--- src/rtl/frx_pkg.sv ---
`default_nettype none

package frx_pkg;

	localparam int BYTE_W      = 8;
	localparam int LEN_W       = 6;
	localparam int IDX_W       = 5;
	localparam int STORE_DEPTH = 32;
	localparam int STORE_AW    = 5;
	localparam logic [BYTE_W-1:0] HEADER_RESET = 8'hAA;

	// result kinds
	localparam logic KIND_GOOD = 1'b0;
	localparam logic KIND_BAD  = 1'b1;

	// deframing phase, one-hot
	typedef enum logic [4:0] {
		PH_WAIT = 5'b00001,
		PH_HDR  = 5'b00010,
		PH_CMD  = 5'b00100,
		PH_PAY  = 5'b01000,
		PH_CHK  = 5'b10000
	} phase_t;

	// payload store write port
	typedef struct packed {
		logic                en;
		logic [STORE_AW-1:0] addr;
		logic [BYTE_W-1:0]   data;
	} wr_t;

	// run request from deframer to readout
	typedef struct packed {
		logic              valid;
		logic              kind;
		logic              zero;
		logic [BYTE_W-1:0] command;
		logic [LEN_W-1:0]  length;
	} req_t;

	// readout status
	typedef struct packed {
		logic busy;
	} drain_stat_t;

endpackage

`default_nettype wire

--- src/rtl/frx_store.sv ---
`default_nettype none

module frx_store
	import frx_pkg::*;
(
	input  wire logic                clk,
	input  wire wr_t                 wr,
	input  wire logic                rd_en,
	input  wire logic [STORE_AW-1:0] rd_addr,
	output logic      [BYTE_W-1:0]   rd_data
);

	logic [BYTE_W-1:0] mem_q [STORE_DEPTH];

	// write port
	always_ff @(posedge clk) begin
		if (wr.en) begin
			mem_q[wr.addr] <= wr.data;
		end
	end

	// registered read port, holds when not read
	always_ff @(posedge clk) begin
		if (rd_en) begin
			rd_data <= mem_q[rd_addr];
		end
	end

endmodule

`default_nettype wire

--- src/rtl/frx_deframe.sv ---
`default_nettype none

module frx_deframe
	import frx_pkg::*;
#(
	parameter int MAX_PAYLOAD_BYTES = 32
)
(
	input  wire logic              clk,
	input  wire logic              arst_n,
	input  wire logic              beat,
	input  wire logic [BYTE_W-1:0] rx_byte,
	input  wire logic              line_error,
	input  wire logic [BYTE_W-1:0] header_byte,
	output wr_t                    wr,
	output req_t                   req
);

	localparam int LEN_LIMIT = (MAX_PAYLOAD_BYTES > STORE_DEPTH) ? STORE_DEPTH
	                                                              : MAX_PAYLOAD_BYTES;

	phase_t            phase_q;
	logic [BYTE_W-1:0] cmd_q;
	logic [LEN_W-1:0]  len_q;
	logic [LEN_W-1:0]  fill_q;
	logic [BYTE_W-1:0] xor_q;
	logic              take;
	logic [LEN_W-1:0]  fill_next;

	assign take      = beat && !line_error;
	assign fill_next = fill_q + LEN_W'(1);

	// payload bytes go straight into the store
	assign wr.en   = take && (phase_q == PH_PAY);
	assign wr.addr = fill_q[STORE_AW-1:0];
	assign wr.data = rx_byte;

	// checksum beat starts a readout run
	always_comb begin
		req.valid   = take && (phase_q == PH_CHK);
		req.kind    = (rx_byte == xor_q) ? KIND_GOOD : KIND_BAD;
		req.zero    = (rx_byte != xor_q) || (len_q == '0);
		req.command = cmd_q;
		req.length  = len_q;
	end

	// frame state machine
	always_ff @(posedge clk or negedge arst_n) begin
		if (!arst_n) begin
			phase_q <= PH_WAIT;
			cmd_q   <= '0;
			len_q   <= '0;
			fill_q  <= '0;
			xor_q   <= '0;
		end else if (take) begin
			case (phase_q)
				PH_HDR: begin
					cmd_q   <= rx_byte;
					xor_q   <= xor_q ^ rx_byte;
					phase_q <= PH_CMD;
				end
				PH_CMD: begin
					xor_q  <= xor_q ^ rx_byte;
					fill_q <= '0;
					if (rx_byte > BYTE_W'(LEN_LIMIT)) begin
						phase_q <= PH_WAIT;
					end else begin
						len_q   <= rx_byte[LEN_W-1:0];
						phase_q <= (rx_byte == '0) ? PH_CHK : PH_PAY;
					end
				end
				PH_PAY: begin
					xor_q  <= xor_q ^ rx_byte;
					fill_q <= fill_next;
					if (fill_next >= len_q) begin
						phase_q <= PH_CHK;
					end
				end
				PH_CHK: begin
					phase_q <= PH_WAIT;
				end
				default: begin
					if (rx_byte == header_byte) begin
						phase_q <= PH_HDR;
						xor_q   <= '0;
					end else begin
						phase_q <= PH_WAIT;
					end
				end
			endcase
		end
	end

endmodule

`default_nettype wire

--- src/rtl/frx_drain.sv ---
`default_nettype none

module frx_drain
	import frx_pkg::*;
(
	input  wire logic                clk,
	input  wire logic                arst_n,
	input  wire req_t                req,
	output logic                     rd_en,
	output logic      [STORE_AW-1:0] rd_addr,
	input  wire logic [BYTE_W-1:0]   rd_data,
	output drain_stat_t              stat,
	output logic                     out_valid,
	input  wire logic                out_ready,
	output logic                     out_kind,
	output logic      [BYTE_W-1:0]   out_command,
	output logic      [LEN_W-1:0]    out_length,
	output logic      [IDX_W-1:0]    out_index,
	output logic      [BYTE_W-1:0]   out_data,
	output logic                     out_last
);

	// run being issued
	logic              act_q;
	logic              kind_q;
	logic              zero_q;
	logic [BYTE_W-1:0] cmd_q;
	logic [LEN_W-1:0]  len_q;
	logic [LEN_W-1:0]  cnt_q;

	// read in flight, waiting for the output register
	logic              p_q;
	logic              p_kind_q;
	logic              p_zero_q;
	logic [BYTE_W-1:0] p_cmd_q;
	logic [LEN_W-1:0]  p_len_q;
	logic [IDX_W-1:0]  p_idx_q;
	logic              p_last_q;

	logic              o_q;
	logic              load;
	logic              issue;
	logic              is_last;
	logic [LEN_W-1:0]  cnt_next;

	assign load     = p_q && (!o_q || out_ready);
	assign issue    = act_q && (!p_q || load);
	assign cnt_next = cnt_q + LEN_W'(1);
	assign is_last  = zero_q || (cnt_next == len_q);
	assign rd_en    = issue && !zero_q;
	assign rd_addr  = cnt_q[STORE_AW-1:0];
	assign stat.busy = act_q;
	assign out_valid = o_q;

	// run sequencer
	always_ff @(posedge clk or negedge arst_n) begin
		if (!arst_n) begin
			act_q <= 1'b0;
			cnt_q <= '0;
		end else if (req.valid) begin
			act_q <= 1'b1;
			cnt_q <= '0;
		end else if (issue) begin
			cnt_q <= cnt_next;
			if (is_last) begin
				act_q <= 1'b0;
			end
		end
	end

	// run descriptor
	always_ff @(posedge clk) begin
		if (req.valid) begin
			kind_q <= req.kind;
			zero_q <= req.zero;
			cmd_q  <= req.command;
			len_q  <= req.length;
		end
	end

	// in-flight and output valid flags
	always_ff @(posedge clk or negedge arst_n) begin
		if (!arst_n) begin
			p_q <= 1'b0;
			o_q <= 1'b0;
		end else begin
			if (issue) begin
				p_q <= 1'b1;
			end else if (load) begin
				p_q <= 1'b0;
			end
			if (load) begin
				o_q <= 1'b1;
			end else if (out_ready) begin
				o_q <= 1'b0;
			end
		end
	end

	// in-flight tag
	always_ff @(posedge clk) begin
		if (issue) begin
			p_kind_q <= kind_q;
			p_zero_q <= zero_q;
			p_cmd_q  <= cmd_q;
			p_len_q  <= len_q;
			p_idx_q  <= cnt_q[IDX_W-1:0];
			p_last_q <= is_last;
		end
	end

	// output register
	always_ff @(posedge clk) begin
		if (load) begin
			out_kind    <= p_kind_q;
			out_command <= p_cmd_q;
			out_length  <= p_len_q;
			out_index   <= p_idx_q;
			out_data    <= p_zero_q ? '0 : rd_data;
			out_last    <= p_last_q;
		end
	end

endmodule

`default_nettype wire

--- src/rtl/xor_checked_frame_receiver.sv ---
// Frame receiver for a byte stream of the form header, command, length,
// payload and an XOR checksum over command, length and payload.
// Slave stream: one received byte per beat, tuser flags a line error and
// such a beat is dropped without effect. Bytes that complete no frame
// give no result.
// Master stream: one beat per payload byte of a good frame (tlast on the
// final one), one beat for an empty frame, or one error beat (tuser high)
// on a checksum mismatch. An over-long length drops the frame silently.
// Payload is kept in a 32-entry store with a registered read port; after
// the checksum beat the run is read back at one entry a cycle while the
// master keeps up, each result passing the run sequencer, the store read
// and the output register. s_tready is low while the run is still being
// read, so a frame holds the input until its last payload byte (or its
// single-beat result) has been issued, and longer when the master stalls.
// Output is registered: when the master stalls, the last result and one
// read in flight are held and nothing is lost.
// Configuration: a write on cfg sets the header byte; the user must write it
// only while the block is idle, which the block does not enforce itself.
// Reset sets the header byte to 0xAA and waits for a header, no result pending.
`default_nettype none

module xor_checked_frame_receiver
	import frx_pkg::*;
#(
	parameter int MAX_PAYLOAD_BYTES = 32
)
(
	input  wire logic        clk,
	input  wire logic        arst_n,
	input  wire logic        s_tvalid,
	output logic             s_tready,
	input  wire logic [7:0]  s_tdata,   // rx_byte
	input  wire logic        s_tuser,   // line_error
	output logic             m_tvalid,
	input  wire logic        m_tready,
	output logic      [31:0] m_tdata,   // command, length, byte_index, data, zero fill
	output logic             m_tuser,   // kind
	output logic             m_tlast,
	input  wire logic        cfg_valid,
	output logic             cfg_ready,
	input  wire logic [7:0]  cfg_data   // header_byte
);

	logic [BYTE_W-1:0]   header_q;
	wr_t                 wr;
	req_t                req;
	drain_stat_t         stat;
	logic                rd_en;
	logic [STORE_AW-1:0] rd_addr;
	logic [BYTE_W-1:0]   rd_data;
	logic [BYTE_W-1:0]   o_cmd;
	logic [LEN_W-1:0]    o_len;
	logic [IDX_W-1:0]    o_idx;
	logic [BYTE_W-1:0]   o_data;

	assign cfg_ready = 1'b1;
	assign s_tready  = !stat.busy;

	// header byte register
	always_ff @(posedge clk or negedge arst_n) begin
		if (!arst_n) begin
			header_q <= HEADER_RESET;
		end else if (cfg_valid && cfg_ready) begin
			header_q <= cfg_data;
		end
	end

	frx_deframe #(
		.MAX_PAYLOAD_BYTES(MAX_PAYLOAD_BYTES)
	) u_deframe (
		.clk        (clk),
		.arst_n     (arst_n),
		.beat       (s_tvalid && s_tready),
		.rx_byte    (s_tdata),
		.line_error (s_tuser),
		.header_byte(header_q),
		.wr         (wr),
		.req        (req)
	);

	frx_store u_store (
		.clk    (clk),
		.wr     (wr),
		.rd_en  (rd_en),
		.rd_addr(rd_addr),
		.rd_data(rd_data)
	);

	frx_drain u_drain (
		.clk        (clk),
		.arst_n     (arst_n),
		.req        (req),
		.rd_en      (rd_en),
		.rd_addr    (rd_addr),
		.rd_data    (rd_data),
		.stat       (stat),
		.out_valid  (m_tvalid),
		.out_ready  (m_tready),
		.out_kind   (m_tuser),
		.out_command(o_cmd),
		.out_length (o_len),
		.out_index  (o_idx),
		.out_data   (o_data),
		.out_last   (m_tlast)
	);

	// result beat packing
	assign m_tdata = {5'b0, o_data, o_idx, o_len, o_cmd};

	// no payload write lands while a run is being read back
	a_no_write_in_run: assert property (@(posedge clk) disable iff (!arst_n)
		wr.en |-> !stat.busy)
		else $error("payload write during readout run");

	// a new run only starts once the previous one is fully issued
	a_req_when_idle: assert property (@(posedge clk) disable iff (!arst_n)
		req.valid |-> !stat.busy)
		else $error("run request while readout busy");

	// an error result is a single zero beat
	a_error_beat: assert property (@(posedge clk) disable iff (!arst_n)
		(m_tvalid && m_tuser) |-> (m_tlast && (o_data == '0) && (o_idx == '0)))
		else $error("malformed checksum error beat");

endmodule

`default_nettype wire

--- config.mk ---
export PLATFORM = sky130hd
export DESIGN_NAME = xor_checked_frame_receiver
export DESIGN_NICKNAME = d
export VERILOG_FILES = /design/src/rtl/frx_pkg.sv /design/src/rtl/frx_store.sv /design/src/rtl/frx_deframe.sv /design/src/rtl/frx_drain.sv /design/src/rtl/xor_checked_frame_receiver.sv
export SDC_FILE = /design/constraint.sdc
export NUM_CORES = 1
export LEC_CHECK = 0
export ABC_CLOCK_PERIOD_IN_PS = 2340
export BUFFER_PORTS_ARGS = -buffer_cell sky130_fd_sc_hd__buf_2
export CAP_MARGIN = 20
export CORE_UTILIZATION = 50
export DETAILED_ROUTE_END_ITERATION = 8
export PLACE_DENSITY_LB_ADDON = 0.15
export SYNTH_ARGS = -nofsm -noshare
export SYNTH_HDL_FRONTEND = slang
export SYNTH_HIERARCHICAL = 1
export SYNTH_SLANG_ARGS = --single-unit
--- constraint.sdc ---
create_clock -name clk -period 2.34 [get_ports clk]
set_input_delay 0.234 -clock clk [delete_from_list [all_inputs] [get_ports clk]]
set_output_delay 0.234 -clock clk [all_outputs]
set_load 0.02 [all_outputs]
---- After elaboration in Yosys (flattened, before gate mapping) ----
Memory sizes are Yosys's and may differ from the RTL's. A register that Yosys moved wholly into a read port is not among the register bits.
Index checks and enable logic that the tools add are counted.
operators by class
  multiplexer cells ....................... 20
  equality and inequality tests ........... 9
  order comparisons ....................... 2
  add/sub/neg operators ................... 2
  reductions and logical operators ........ 31
  bitwise logic cells ..................... 3
operators by type and width
  kind                 number
  $pmux 5 s4           1
  $eq 8x8->1           2
  $pmux 8 s2           1
  $mux 5               3
  $add 6x1->6 const B  2
  $mux 6               2
  $pmux 6 s2           1
  $reduce_bool 2->1    6
  $mux 1               10
  $gt 8x6->1 const B   1
  $logic_not 8->1      1
  $mux 8               1
  $ne 8x8->1           1
  $reduce_and 2->1     4
  $xor 8x8->8          1
  $logic_and 1x1->1    7
  $eq 6x6->1           1
  $ge 6x6->1           1
  $logic_not 6->1      1
  $reduce_and 3->1     2
  $eq 5x2->1 const B   1
  $eq 5x3->1 const B   1
  $eq 5x4->1 const B   1
  $eq 5x5->1 const B   1
  6 further kinds      14
storage, ports and cells
  flip-flop bits (word level) ............. 117
  logic and storage cells ................. 94
  bits in writable memories ............... 256
  memories kept ........................... 1
  output and inout port bits .............. 37
  input bits .............................. 22
memories
  memory         words  width  read ports  clocked after memory_dff  wr ports  line             source
  u_store.mem_q  32     8      1           1                         1         frx_store.sv:13  logic [BYTE_W-1:0] mem_q [STORE_DEPTH];

---- Longest topological paths before layout ----
  depth in word-level cells ............... 7
  gate-level depth with buffers ........... 9
  gate-level depth less buffers ........... 9

---- Hierarchy ----
Netlist, hierarchy kept.
by module, submodules not included
  module                      instances  area an instance (um^2)  seq. area each (um^2)  cells each
  frx_store                   1          10133.5                  7927.6                 417
  frx_drain                   1          2661.3                   2237.1                 138
  frx_deframe                 1          1994.4                   827.0                  182
  xor_checked_frame_receiver  1          399.1                    205.2                  27

---- Worst setup path after synthesis ----
OpenSTA, ideal clock, no wires.
  path kind ............................... register to register
  from .................................... register u_deframe.phase_q[4]
  to ...................................... memory u_store.mem_q[0][0], enable pin
  setup time .............................. 370 ps
  path slack .............................. -207 ps
  data required time ...................... 1970 ps
  buffers on the path ..................... 1
  period minus slack after synthesis ...... 2547 ps
  data arrival time ....................... 2176 ps
  stages on the path, launching flop included .. 7
  cells stage by stage .................... dfrtp_1 -> nor3_4 -> nand3b_1 -> nor2_1 -> or3b_2 -> clkbuf_1 -> nor2_1
RTL lines
  what                    line               source
  from (decl)             frx_deframe.sv:22  phase_t phase_q;
  from (signal assigned)  frx_deframe.sv:69  phase_q <= (rx_byte == '0) ? PH_CHK : PH_PAY;
  to (decl)               frx_store.sv:13

==> impl_metrics.ini <==
[logic_synthesis]
yosys_warnings = 6
synth_xor_area_frac = 0.0155
synth_cells = 764
synth_cell_types = 53
syn-cell-area_mm2 = 0.0152
synth_edf_count = 331
ys_ff_latch = 381
synth_compound_area_frac = 0.0189
synth_top_family_by_area = multiplexers
avgSynthCellArea_um2 = 19.9
ys.flop_type = edfxtp_1
async_flop_share = 0.131
synthMuxAreaShare = 0.149
synth-adder-area-share = 0.00659
synth-simple-area-share = 0.0503
ys_seq_area_frac = 0.737

[sta]
maxSlewHeadroom = 0.654
min_period_ns = 2.41
finClkSkew_ns = 0.0141
setup_tns_ns = -0.281
hold_viol_final = 0
period_share = 1.03
worst_pin_slew_ns = 0.519
finalSetupViolCount = 8
worst_slack_ns = -0.0709
max_freq_mhz = 415
slew_violations = 0
holdWs_ns = 0.0760
rsz0062_at_grt = yes

[detailed_routing]
route.detailed.drc = 0
wire_per_inst_um = 24.3
vias_per_cell = 5.72
num_vias = 7699
wl_um = 32700
antenna_left = 0
drtPass1Iterations = 5
drt_iter0_drc = 668

[die]
start_util = 0.510
num_io_pins = 59
core-area_mm2 = 0.0298
rows = 63
die_y_um = 176
die_w_um = 176
die_area_mm2 = 0.0311

[worst_setup_path]
cp-startpoint = u_drain/cnt_q[0]
slowest_stage = mux4_2
cp-start-kind = register
r2r_setup_slack_ns = -0.07
cp-endpoint = u_store/rd_data[2]
cp_cell_sequence = buf_12, buf_12, mux4_2, mux4_2, mux2_4
worst-r2r-cell-count = 5
cp.arrival_ns = 2.68
path_max_fanout = 7
end_kind = register
critical_path.max_stage_delay_ns = 0.55
path_delay_family = multiplexers
setup.worst_path.class = reg -> reg
crit_cells = 5
timing.rr.end = u_store/rd_data[2]
worstReg2RegStart = u_drain/cnt_q[0]
critPathBufInv = 2
worstPathRequired_ns = 2.61

[place]
dp_cells = 1243
port_buffers = 52
gp_congestion = 0.820
hpwl_um = 21000
dpl_cell_area_mm2 = 0.0163

[power]
leakage_nw = 6.45
power_mw = 19.9
peakVddDrop_mv = 0.487
power_density_mw_per_mm2 = 1100

[worst_hold_path]
hold_start = s_tdata[3]
min_path_type = in -> reg

[layout]
final_common_cell = edfxtp_1
diodes = 0
area_growth_pct = 19.3
nets = 953
final_cells = 1346
drive_gt1_frac = 0.379
fin_area_mm2 = 0.0181
mostFrequentLayoutCells = edfxtp_1, buf_4, mux4_2, buf_2, clkbuf_16

[clock_network]
cts_buffers = 41
cts_buffer_depth = 3
clk_pin_slew_ns = 0.06
cts.sink_count = 381
cts_tree = done
cts-root-buf = clkbuf_16
clk_latency_ns = 0.52
cts.htree.levels = 2

[grt]
antenna_found_initial = 1
grt_pass1_wl_um = 49100
grtUsageTotal = 0.218
grt_max_degree = 64
overflow = 0
grt_pass1_vias = 7982

[outcome]
outcome = finished with violations
failed_checks = negative setup slack

[flow_run]
drv_cap = 0
stage by stage:
| step | utilization | setup WS [ns] |
|---|---|---|
| floorplan | - | -0.0632 |
| global placement | 0.549 | -0.103 |
| detailed placement | 0.549 | -0.121 |
| CTS | 0.601 | -0.0360 |
| global route | 0.608 | -0.0808 |
| finish | 0.608 | -0.0709 |
layer usage:
metal  vias to the layer above  track usage  wire (um)
met3                        43       0.0450       2170
li1                       3342            -          -
met5                         -            0          0
met1                      4068        0.318      14300
met4                         0       0.0547        576
met2                       246        0.337      15600
cells by family after synthesis:
kind of cell,after synthesis
buf+inv,54
xor+xnor,26
flops,381
compound gates,38
mux,116
fa+ha+maj,8
simple gates,139
other cells,2
final cells by class:
cell class,instances,area [um^2]
Fill cell,2143,11700
Clock buffer,53,1140
Sequential cell,381,11200
Tap cell,390,488
Multi-Input combinational cell,333,3740
Timing Repair Buffer,159,1280
Inverter,7,26.3
Clock inverter,23,236
cell usage after synthesis, types with 9 or more instances:
master	count	area, um^2
edfxtp_1	331	9940
mux4_2	80	1800
nor2_1	50	188
dfrtp_1	45	1130
buf_4	30	225
nor2b_1	28	175
mux2_2	20	225
xnor2_1	17	149
mux2_4	14	210
a21oi_1	11	55.1
nand2_1	11	41.3
nand3_1	9	45.0
repair_timing:
item,in CTS,in global routing
hold buffers,10,0
resized for setup,6,18
setup buffers,5,10
hold endpoints to repair,25,0
pin swaps,0,3
gates cloned,0,3
setup endpoints to repair,9,68
worst min path at each step:
| stage | slack [ns] | depth (start not counted) | to |
|---|---|---|---|
| after floorplan | -0.06 | 0 | header_q[0] |
| after global placement | 0.22 | 1 | u_drain/cnt_q[5] |
| after detailed placement | 0.23 | 1 | u_drain/cnt_q[5] |
| after CTS | 0.06 | 1 | u_store/mem_q[20][3] |
| after global routing | 0.07 | 1 | u_store/mem_q[20][3] |
| final | 0.08 | 1 | u_store/mem_q[20][3] |
report_power, final:
group          internal, mW  switching [mW]  leakage (nW)  total (mW)
Combinational          2.65            2.39          2.09        5.03
Clock                  4.00            2.51         0.687        6.51
Sequential             8.10           0.263          3.68        8.36
Total                  14.7            5.16          6.45        19.9
sequential cells by signal, indices dropped and copies added (netlist names), 8 cells and up:
register,count
u_drain/cmd_q,8
u_deframe/cmd_q,8
u_store/mem_q,256
u_drain/out_data,8
u_drain/p_cmd_q,8
header_q,8
u_deframe/xor_q,8
u_drain/out_command,8
u_store/rd_data,8
Note: power is estimated with default switching activity, not from simulation.
